**config.mk**
```make
export PLATFORM = sky130hd
export DESIGN_NAME = batched_direction_lane_arbiter
export DESIGN_NICKNAME = d
export VERILOG_FILES = /design/src/sv/bdla_pkg.sv /design/src/sv/batched_direction_lane_arbiter.sv
export SDC_FILE = /design/constraint.sdc
export NUM_CORES = 1
export LEC_CHECK = 0
export BUFFER_PORTS_ARGS = -buffer_cell sky130_fd_sc_hd__buf_2
export CORE_MARGIN = 4
export CORE_UTILIZATION = 35
export DETAILED_ROUTE_END_ITERATION = 10
export PLACE_DENSITY_LB_ADDON = 0.05
export SLEW_MARGIN = 15
export SYNTH_ARGS = -nofsm -noshare
export SYNTH_HDL_FRONTEND = slang
export SYNTH_SLANG_ARGS = --single-unit
```
**constraint.sdc**
```tcl
create_clock -name clk -period 18.46 [get_ports clk]
set_input_delay 3.692 -clock clk [delete_from_list [all_inputs] [get_ports clk]]
set_output_delay 3.692 -clock clk [all_outputs]
set_load 0.005 [all_outputs]
```
**src/sv/bdla_pkg.sv**
```systemverilog
package bdla_pkg;

  // Default maximum count of the per-side waiting counters.
  localparam int WAIT_COUNT_MAX_DEFAULT = 255;

  // Configuration register indexes.
  localparam logic [1:0] REG_BATCH_LIMIT   = 2'd0;
  localparam logic [1:0] REG_BATCH_MINIMUM = 2'd1;
  localparam logic [1:0] REG_LANE_CAPACITY = 2'd2;

  // Configuration reset values.
  localparam logic [7:0] BATCH_LIMIT_RESET   = 8'd7;
  localparam logic [7:0] BATCH_MINIMUM_RESET = 8'd5;
  localparam logic [3:0] LANE_CAPACITY_RESET = 4'd5;

  // Event kinds.
  localparam logic MODE_ARRIVAL = 1'b0;
  localparam logic MODE_FINISH  = 1'b1;

  // Sides and directions.
  localparam logic SIDE_LEFT  = 1'b0;
  localparam logic SIDE_RIGHT = 1'b1;

  // Result status codes.
  localparam logic [1:0] STATUS_OK         = 2'd0;
  localparam logic [1:0] STATUS_NO_CROSSER = 2'd1;
  localparam logic [1:0] STATUS_WAIT_FULL  = 2'd2;

  // Saturation value of the batch counter.
  localparam logic [7:0] BATCH_SAT = 8'hFF;

endpackage

```
**src/sv/batched_direction_lane_arbiter.sv**
```systemverilog
// Channel  | Direction | Handshake           | Payload
// ---------+-----------+---------------------+---------------------------------------
// event    | in        | in_valid / in_stall | mode, side
// result   | out       | out_valid/out_stall | granted_count, granted_side, handover,
//          |           |                     | current_direction, batch_now, status
// config   | in        | cfg_write           | cfg_index, cfg_data
//
// Each event is settled in the cycle it is accepted; its result appears in the
// output register in the next cycle. One event per cycle is sustained unless stalled.
// in_stall is high only while the output register holds a result that is stalled.
// Reset (synchronous) clears the counters and direction and loads the register defaults.
module batched_direction_lane_arbiter #(
  parameter int WAIT_COUNT_MAX = bdla_pkg::WAIT_COUNT_MAX_DEFAULT
) (
  input  logic       clk,
  input  logic       rst,
  input  logic       in_valid,
  output logic       in_stall,
  input  logic       mode,
  input  logic       side,
  output logic       out_valid,
  input  logic       out_stall,
  output logic [3:0] granted_count,
  output logic       granted_side,
  output logic       handover,
  output logic       current_direction,
  output logic [7:0] batch_now,
  output logic [1:0] status,
  input  logic       cfg_write,
  input  logic [1:0] cfg_index,
  input  logic [7:0] cfg_data
);
  import bdla_pkg::*;

  localparam int WW = $clog2(WAIT_COUNT_MAX + 1);
  localparam int GW = (WW > 8) ? WW : 8;
  localparam logic [WW-1:0] WAIT_FULL = WW'(WAIT_COUNT_MAX);

  // Configuration registers.
  logic [7:0] batch_limit;
  logic [7:0] batch_minimum;
  logic [3:0] lane_capacity;

  // Arbiter state.
  logic          dir_reg;
  logic [7:0]    batch_counter;
  logic [WW-1:0] waiting_left;
  logic [WW-1:0] waiting_right;
  logic [3:0]    crossing_left;
  logic [3:0]    crossing_right;

  // Next-state and result values.
  logic          dir_next;
  logic [7:0]    batch_counter_next;
  logic [WW-1:0] waiting_left_next;
  logic [WW-1:0] waiting_right_next;
  logic [3:0]    crossing_left_next;
  logic [3:0]    crossing_right_next;
  logic [3:0]    grant;
  logic          switch_dir;
  logic [1:0]    status_next;

  logic [WW-1:0] wl_ev, wr_ev, wd, wo, wd2, wo2;
  logic [3:0]    cl_ev, cr_ev, cd2, co2, room;
  logic [7:0]    bc2, limit_room;
  logic [GW-1:0] grant_wide;
  logic [8:0]    batch_sum;
  logic          accept;

  assign accept   = in_valid && !in_stall;
  assign in_stall = out_valid && out_stall;

  // Configuration writes; indexes beyond the list are ignored.
  always_ff @(posedge clk) begin
    if (rst) begin
      batch_limit   <= BATCH_LIMIT_RESET;
      batch_minimum <= BATCH_MINIMUM_RESET;
      lane_capacity <= LANE_CAPACITY_RESET;
    end else if (cfg_write) begin
      case (cfg_index)
        REG_BATCH_LIMIT:   batch_limit   <= cfg_data;
        REG_BATCH_MINIMUM: batch_minimum <= cfg_data;
        REG_LANE_CAPACITY: lane_capacity <= cfg_data[3:0];
        default: ;
      endcase
    end
  end

  // Count the event, then settle the lane: handover test, then closed-form grant.
  always_comb begin
    wl_ev       = waiting_left;
    wr_ev       = waiting_right;
    cl_ev       = crossing_left;
    cr_ev       = crossing_right;
    status_next = STATUS_OK;

    if (mode == MODE_ARRIVAL) begin
      if (side == SIDE_RIGHT) begin
        if (waiting_right >= WAIT_FULL) status_next = STATUS_WAIT_FULL;
        else wr_ev = waiting_right + WW'(1);
      end else begin
        if (waiting_left >= WAIT_FULL) status_next = STATUS_WAIT_FULL;
        else wl_ev = waiting_left + WW'(1);
      end
    end else begin
      if (side == SIDE_RIGHT) begin
        if (crossing_right == 4'd0) status_next = STATUS_NO_CROSSER;
        else cr_ev = crossing_right - 4'd1;
      end else begin
        if (crossing_left == 4'd0) status_next = STATUS_NO_CROSSER;
        else cl_ev = crossing_left - 4'd1;
      end
    end

    // Handover on an empty lane.
    wd = (dir_reg == SIDE_RIGHT) ? wr_ev : wl_ev;
    wo = (dir_reg == SIDE_RIGHT) ? wl_ev : wr_ev;
    switch_dir = (cl_ev == 4'd0) && (cr_ev == 4'd0) && (wo != '0) &&
                 ((batch_counter >= batch_minimum) || (wd == '0) ||
                  (batch_counter >= batch_limit));
    dir_next = dir_reg ^ switch_dir;
    bc2      = switch_dir ? 8'd0 : batch_counter;

    wd2 = (dir_next == SIDE_RIGHT) ? wr_ev : wl_ev;
    wo2 = (dir_next == SIDE_RIGHT) ? wl_ev : wr_ev;
    cd2 = (dir_next == SIDE_RIGHT) ? cr_ev : cl_ev;
    co2 = (dir_next == SIDE_RIGHT) ? cl_ev : cr_ev;

    // Grant limited by waiting users, free room and, if contested, the batch limit.
    room       = (lane_capacity > cd2) ? (lane_capacity - cd2) : 4'd0;
    limit_room = (batch_limit > bc2) ? (batch_limit - bc2) : 8'd0;
    grant_wide = GW'(wd2);
    if (GW'(room) < grant_wide) grant_wide = GW'(room);
    if ((wo2 != '0) && (GW'(limit_room) < grant_wide)) grant_wide = GW'(limit_room);
    if (co2 != 4'd0) grant_wide = '0;
    grant = grant_wide[3:0];

    batch_sum          = {1'b0, bc2} + 9'(grant);
    batch_counter_next = batch_sum[8] ? BATCH_SAT : batch_sum[7:0];

    waiting_left_next   = wl_ev;
    waiting_right_next  = wr_ev;
    crossing_left_next  = cl_ev;
    crossing_right_next = cr_ev;
    if (dir_next == SIDE_RIGHT) begin
      waiting_right_next  = wr_ev - WW'(grant_wide);
      crossing_right_next = cr_ev + grant;
    end else begin
      waiting_left_next  = wl_ev - WW'(grant_wide);
      crossing_left_next = cl_ev + grant;
    end
  end

  // State update on each accepted event.
  always_ff @(posedge clk) begin
    if (rst) begin
      dir_reg        <= SIDE_LEFT;
      batch_counter  <= 8'd0;
      waiting_left   <= '0;
      waiting_right  <= '0;
      crossing_left  <= 4'd0;
      crossing_right <= 4'd0;
    end else if (accept) begin
      dir_reg        <= dir_next;
      batch_counter  <= batch_counter_next;
      waiting_left   <= waiting_left_next;
      waiting_right  <= waiting_right_next;
      crossing_left  <= crossing_left_next;
      crossing_right <= crossing_right_next;
    end
  end

  // Output register valid flag.
  always_ff @(posedge clk) begin
    if (rst) begin
      out_valid <= 1'b0;
    end else if (accept) begin
      out_valid <= 1'b1;
    end else if (!out_stall) begin
      out_valid <= 1'b0;
    end
  end

  // Output register payload.
  always_ff @(posedge clk) begin
    if (accept) begin
      granted_count     <= grant;
      granted_side      <= dir_next;
      handover          <= switch_dir;
      current_direction <= dir_next;
      batch_now         <= batch_counter_next;
      status            <= status_next;
    end
  end

endmodule

```
Word-level counts from Yosys, hierarchy flattened
Index checks and enable logic that the tools add are counted.
{"block": "totals", "ff_bits": 70, "wordCells": 97, "out_inout_bits": 19, "input_bits": 17}
{"block": "classes", "n_addsub": 11, "bitwise_logic": 1, "reduce_logical": 21, "magnitude_cmp": 8, "muxes": 38, "eq_ne": 3}
{"cell": "two-way mux 8 bit", "count": 18}
{"cell": "two-way mux 4 bit", "count": 11}
{"cell": "subtractor 8 bit", "count": 3}
{"cell": "adder 8 x 1 -> 8 bit, second input constant", "count": 2}
{"cell": ">= comparator 8 bit", "count": 2}
{"cell": ">= comparator 8 bit, second input constant", "count": 2}
{"cell": "logical NOT 4 bit", "count": 4}
{"cell": "nonzero test 8 bit", "count": 2}
{"cell": "two-way mux 2 bit", "count": 5}
{"cell": "adder 8 x 4 -> 9 bit", "count": 1}
{"cell": "adder 4 bit", "count": 2}
{"cell": "greater-than comparator 8 bit", "count": 1}
{"cell": "logical NOT 8 bit", "count": 1}
{"cell": "less-than comparator 4 x 8 -> 1 bit", "count": 1}
{"cell": "less-than comparator 8 bit", "count": 1}
{"cell": "subtractor 4 x 1 -> 4 bit, second input constant", "count": 2}
{"cell": "logical AND 1 bit", "count": 6}
{"cell": "AND reduction 2 bit", "count": 3}
{"cell": "greater-than comparator 4 bit", "count": 1}
{"cell": "two-way mux 1 bit", "count": 4}
{"cell": "nonzero test 4 bit", "count": 1}
{"cell": "subtractor 4 bit", "count": 1}
{"cell": "equality test 2 x 1 -> 1 bit, second input constant", "count": 1}
{"cell": "equality test 2 bit, second input constant", "count": 1}
{"cell": "other kinds (5)", "count": 6}

Longest topological paths before layout
{"block": "depth", "ltp_word": 21, "ltp_mapped": 53, "ltp_nobuf": 51}

Least setup slack after synthesis
Ideal clock, no wire load.
{"block": "synth_path", "path_kind": "input -> register", "startpoint": "input port mode", "endpoint": "register waiting_left[7]", "setup_slack_ns": 5.276, "cell_stages": 46, "setup_ns": 0.117, "t_arrival_ns": 13.067, "cell_sequence": "buf_2 -> nor2b_1 -> nor4b_1 -> mux2_1 -> nor4_1 -> a21o_1 -> nand2_4 -> inv_4 -> clkbuf_1 -> clkbuf_1 -> mux2_2 -> ha_1 -> fa_1 -> nor2b_1 -> o21a_1 -> o21ai_1 -> nand2b_1 -> inv_1 -> [... 10 more ...] -> nor2_1 -> o21ai_0 -> a221oi_1 -> o211a_1 -> nand2_1 -> a21oi_1 -> nand2_1 -> ha_1 -> a21o_1 -> a21o_1 -> and2_1 -> o21ai_0 -> a21boi_0 -> o21ai_0 -> a21oi_1 -> mux2i_1 -> mux2i_1 -> a32o_1"}
{"block": "synth_via", "elab_chain_cells": 18, "word_cells_on_any_way": 37, "classes_between": "add/sub: 3; order compare: 4; mux: 17; bitwise: 1; reduce/logical: 12"}
{"item": "from (decl)", "line_no": "batched_direction_lane_arbiter.sv:19", "text": "input logic mode,"}
{"item": "two-way mux 8 bit", "line_no": "batched_direction_lane_arbiter.sv:97", "text": "if (mode == MODE_ARRIVAL) begin"}
{"item": "two-way mux 8 bit", "line_no": "batched_direction_lane_arbiter.sv:116", "text": "wd = (dir_reg == SIDE_RIGHT) ? wr_ev : wl_ev;"}
{"item": "logical NOT 8 bit", "line_no": "batched_direction_lane_arbiter.sv:119", "text": "((batch_counter >= batch_minimum) || (wd == '0) ||"}
{"item": "logical OR 1 bit (2 in a row)", "line_no": "batched_direction_lane_arbiter.sv:119"}
{"item": "logical AND 1 bit", "line_no": "batched_direction_lane_arbiter.sv:118", "text": "switch_dir = (cl_ev == 4'd0) && (cr_ev == 4'd0) && (wo != '0) &&"}
{"item": "XOR 1 bit", "line_no": "batched_direction_lane_arbiter.sv:121", "text": "dir_next = dir_reg ^ switch_dir;"}
{"item": "two-way mux 4 bit", "line_no": "batched_direction_lane_arbiter.sv:126", "text": "cd2 = (dir_next == SIDE_RIGHT) ? cr_ev : cl_ev;"}
{"item": "subtractor 4 bit / greater-than comparator 4 bit (equally long branches)", "line_no": "batched_direction_lane_arbiter.sv:130", "text": "room = (lane_capacity > cd2) ? (lane_capacity - cd2) : 4'd0;"}
{"item": "two-way mux 4 bit", "line_no": "batched_direction_lane_arbiter.sv:130"}
{"item": "less-than comparator 4 x 8 -> 1 bit", "line_no": "batched_direction_lane_arbiter.sv:133", "text": "if (GW'(room) < grant_wide) grant_wide = GW'(room);"}
{"item": "two-way mux 8 bit", "line_no": "batched_direction_lane_arbiter.sv:133"}
{"item": "less-than comparator 8 bit", "line_no": "batched_direction_lane_arbiter.sv:134", "text": "if ((wo2 != '0) && (GW'(limit_room) < grant_wide)) grant_wide = GW'(limit_room);"}
{"item": "logical AND 1 bit", "line_no": "batched_direction_lane_arbiter.sv:134"}
{"item": "two-way mux 8 bit", "line_no": "batched_direction_lane_arbiter.sv:134"}
{"item": "two-way mux 8 bit", "line_no": "batched_direction_lane_arbiter.sv:135", "text": "if (co2 != 4'd0) grant_wide = '0;"}
{"item": "subtractor 8 bit", "line_no": "batched_direction_lane_arbiter.sv:149", "text": "waiting_left_next = wl_ev - WW'(grant_wide);"}
{"item": "two-way mux 8 bit (*)", "line_no": "batched_direction_lane_arbiter.sv:145", "text": "if (dir_next == SIDE_RIGHT) begin"}
{"item": "to (signal assigned)", "line_no": "batched_direction_lane_arbiter.sv:166", "text": "waiting_left <= waiting_left_next;"}
{"item": "to (decl)", "line_no": "batched_direction_lane_arbiter.sv:47", "text": "logic [WW-1:0] waiting_left;"}
Every way passes the cells marked *; elsewhere a longest branch is shown, timed or not.
A chain may end at the register's enable or synchronous reset.

Worst setup path in the final report
{"block": "layout_path", "startpoint": "input port mode", "endpoint": "register batch_counter[2]"}
{"block": "layout_via", "elab_chain_cells": 18, "word_cells_on_any_way": 37, "classes_between": "add/sub: 3; order compare: 4; mux: 17; bitwise: 1; reduce/logical: 12"}
{"item": "two-way mux 8 bit", "line_no": "batched_direction_lane_arbiter.sv:97"}
{"item": "two-way mux 8 bit", "line_no": "batched_direction_lane_arbiter.sv:116"}
{"item": "logical NOT 8 bit", "line_no": "batched_direction_lane_arbiter.sv:119"}
{"item": "logical OR 1 bit (2 in a row)", "line_no": "batched_direction_lane_arbiter.sv:119"}
{"item": "logical AND 1 bit", "line_no": "batched_direction_lane_arbiter.sv:118"}
{"item": "XOR 1 bit", "line_no": "batched_direction_lane_arbiter.sv:121"}
{"item": "two-way mux 4 bit", "line_no": "batched_direction_lane_arbiter.sv:126"}
{"item": "subtractor 4 bit / greater-than comparator 4 bit (equally long branches)", "line_no": "batched_direction_lane_arbiter.sv:130"}
{"item": "[... 3 more ...]"}
{"item": "less-than comparator 8 bit", "line_no": "batched_direction_lane_arbiter.sv:134"}
{"item": "logical AND 1 bit", "line_no": "batched_direction_lane_arbiter.sv:134"}
{"item": "two-way mux 8 bit", "line_no": "batched_direction_lane_arbiter.sv:134"}
{"item": "two-way mux 8 bit (*)", "line_no": "batched_direction_lane_arbiter.sv:135"}
{"item": "via grant_wide[0]", "line_no": "batched_direction_lane_arbiter.sv:66", "text": "logic [GW-1:0] grant_wide;"}
{"item": "adder 8 x 4 -> 9 bit (*)", "line_no": "batched_direction_lane_arbiter.sv:138", "text": "batch_sum = {1'b0, bc2} + 9'(grant);"}
{"item": "two-way mux 8 bit (*)", "line_no": "batched_direction_lane_arbiter.sv:139", "text": "batch_counter_next = batch_sum[8] ? BATCH_SAT : batch_sum[7:0];"}
{"item": "via batch_counter_next[2]", "line_no": "batched_direction_lane_arbiter.sv:54", "text": "logic [7:0] batch_counter_next;"}
{"item": "to (signal assigned)", "line_no": "batched_direction_lane_arbiter.sv:165", "text": "batch_counter <= batch_counter_next;"}
{"item": "to (decl)", "line_no": "batched_direction_lane_arbiter.sv:46", "text": "logic [7:0] batch_counter;"}
The timed path passes the listed nets; every way through them passes the cells marked *.

==> run_results.csv <==
group,metric,value,unit
timing,tightest_slew,1.023,ns
grt,grt_pass1_vias,5052,
final_layout,instances_no_fill,1015,
place,routabilityCongestion,0.8566,
yosys,synth_top_family_by_area,"simple AND/OR/NAND/NOR gates",
place,io_buffers,35,
cts,clk_latency,0.35,ns
detailed_routing,first_pass_iters,5,
detailed_routing,drc,0,
place,hpwl,13.09,mm
yosys,synth-main-ff-cell,"dfxtp_1",
cts,clk_pin_slew,0.07,ns
timing,tns,0,ns
final_layout,layout_commonest_cell,"nor2_1",
yosys,synth_area,0.006090,mm²
timing,rsz0062_at_grt,"no",
timing,clock_skew,0.01041,ns
die,die_w,139.9,µm
die,dieArea,0.01957,mm²
yosys,netlist.area_leader.share,17.75,%
setup_path,crit_fanout,45,
cts,cts-root-buf,"clkbuf_16",
yosys,synth_edf_count,16,
grt,grt_usage,17.34,%
final_layout,antennaDiodeCount,0,
timing,finalCritPeriodShare,76.68,%
yosys,synth_area_leaders,"dfxtp_1 (18%), ha_1 (14%), edfxtp_1 (7.9%)",
timing,maxSlewHeadroom,30.02,%
yosys,post_synth.cell_area_avg,7.960,µm²
setup_path,cpMaxStageDelayCell,"a2111oi_0",
place,pre_cts_slack,3.953,ns
final_layout,area_delta_synth_final,11.67,%
grt,grt_overflow,0,
cts,cts_setup_buffers,0,
setup_path,r2r_end,"batch_counter[2]$_SDFFE_PP0P_",
yosys,yosys-mux-area-fraction,5.897,%
setup_path,crit_arrival,14.43,ns
detailed_routing,routed_wirelength,16.93,mm
detailed_routing,vias,5448,
cts,clock_path_buffers,2,
grt,grt_start_max_net_pins,53,
timing,finalMaxSlewViolations,0,
grt,grt_pass1_wl,27.32,mm
worst_hold_path,hold_path_class,"register to register",
final_layout,final_cell_mix,"nor2_1 (83), nand2_1 (81), ha_1 (66)",
timing,setup_ws,4.305,ns
final_layout,stdcell_area,0.006800,mm²
detailed_routing,drt-initial-drc-count,468,
setup_path,crit_path_max_incr_delay,0.87,ns
detailed_routing,wl_per_cell,16.68,µm
job,maxCapViolCount,0,
timing,fmaxAchievable,70.65,MHz
yosys,synth-compound-area-share,20.53,%
cts,postCtsHoldBufs,0,
final_layout,drive_above_1_share,9.057,%
die,core-area,0.01682,mm²
yosys,yosysWarnings,0,
detailed_routing,via_per_inst,5.367,
worst_hold_path,hold_end,"batch_counter[0]$_SDFFE_PP0P_",
worst_hold_path,min_path_cells,2,
detailed_routing,ant_nets,0,
setup_path,cp-end-kind,"register",
yosys,syn_inst,765,
yosys,synth-seq-area-share,25.64,%
cts,cts_buffers,9,
place,dpl.cell_count,999,
setup_path,required,18.74,ns
yosys,synth_top_area_cell,"dfxtp_1",
setup_path,worst-setup-path-type,"primary input to register",
cts,cts_resized,0,
cts,clock_sinks,70,
timing,period_minus_slack,14.16,ns
place,dpl_cell_area,0.006469,mm²
yosys,synth_xor_area_share,3.308,%
status,status,"completed",
die,ios,36,
timing,setup_violations,0,
yosys,synthArstFlopShare,0,%
setup_path,ff2ff_path_depth,44,
yosys,synthAdderAreaFrac,15.86,%
setup_path,reg2reg_slack,7.32,ns
cts,ctsHtreeMaxLevel,3,
cts,cts_tree,"built",
worst_hold_path,hold_start,"batch_counter[0]$_SDFFE_PP0P_",
final_layout,fin_nets,880,
setup_path,startpoint_type,"primary input",
die,start_util,36.21,%
die,die_height,139.9,µm
grt,antenna_found_initial,0,
die,rows,47,
setup_path,reg2reg_from,"waiting_left[0]$_SDFFE_PP0P_",
yosys,ys_seq_elements,70,
yosys,yosys.area_share.simple,23.30,%
timing,report.final.hold_viol_count,0,
yosys,ys_types,77,
cell families after synthesis:
logic type	Yosys count
compound gates	188
flops	70
other cells	1
fa+ha+maj	73
xor+xnor	23
simple gates	290
mux	35
buf+inv	85
synth_stat cells (9+ instances only):
cell / count
nor2_1: 83
nand2_1: 81
ha_1: 66
a21oi_1: 60
dfxtp_1: 54
inv_1: 53
mux2i_1: 31
o21ai_0: 29
a21o_1: 21
nor3_1: 21
clkbuf_1: 20
a211oi_1: 16
edfxtp_1: 16
xnor2_1: 14
nor2b_1: 13
nand4_1: 12
nand2b_1: 11
or3_1: 11
xor2_1: 9
stage by stage:
step	hold WS [ns]	util (%)
global placement	0.4458	38.46
CTS	0.4873	40.43
finish	0.4845	40.43
floorplan	0.4363	-
global route	0.5076	40.43
detailed placement	0.4761	38.46
worst max-delay path: cells and delay by family:
family / cells / cell delay (ns)
compound gates: 16 / 3.31
fa+ha+maj: 6 / 1.84
mux: 2 / 0.84
buf+inv: 5 / 0.86
simple gates: 15 / 3.88
how the worst max path moves through the flow:
stage / start / to / cells past startpoint
final: mode / batch_counter[2]$_SDFFE_PP0P_ / 44
after global routing: mode / batch_counter[3]$_SDFFE_PP0P_ / 44
after CTS: mode / batch_counter[2]$_SDFFE_PP0P_ / 44
after detailed placement: mode / batch_counter[0]$_SDFFE_PP0P_ / 44
after global placement: mode / batch_counter[2]$_SDFFE_PP0P_ / 44
after floorplan: mode / waiting_left[7]$_SDFFE_PP0P_ / 46
layer usage:
metal | global-route usage, % | vias to the layer above | part of all wire [%]
li1 | - | 2799 | -
met1 | 26.38 | 2512 | 53
met2 | 25.65 | 122 | 41
met3 | 2.897 | 15 | 4.6
met4 | 3.825 | 0 | 1.2
met5 | 0 | - | 0
final cells by class:
type                            instances  area [µm²]
Inverter                               57       216.5
Clock inverter                          7       106.4
Clock buffer                            9       225.2
Tap cell                              220       275.3
Sequential cell                        70        1562
Fill cell                            1748       10020
Timing Repair Buffer                   39       205.2
Multi-Input combinational cell        613        4210
Power is not shown: default switching activity piles up to over one toggle a cycle in this logic, so the estimate is an artifact.
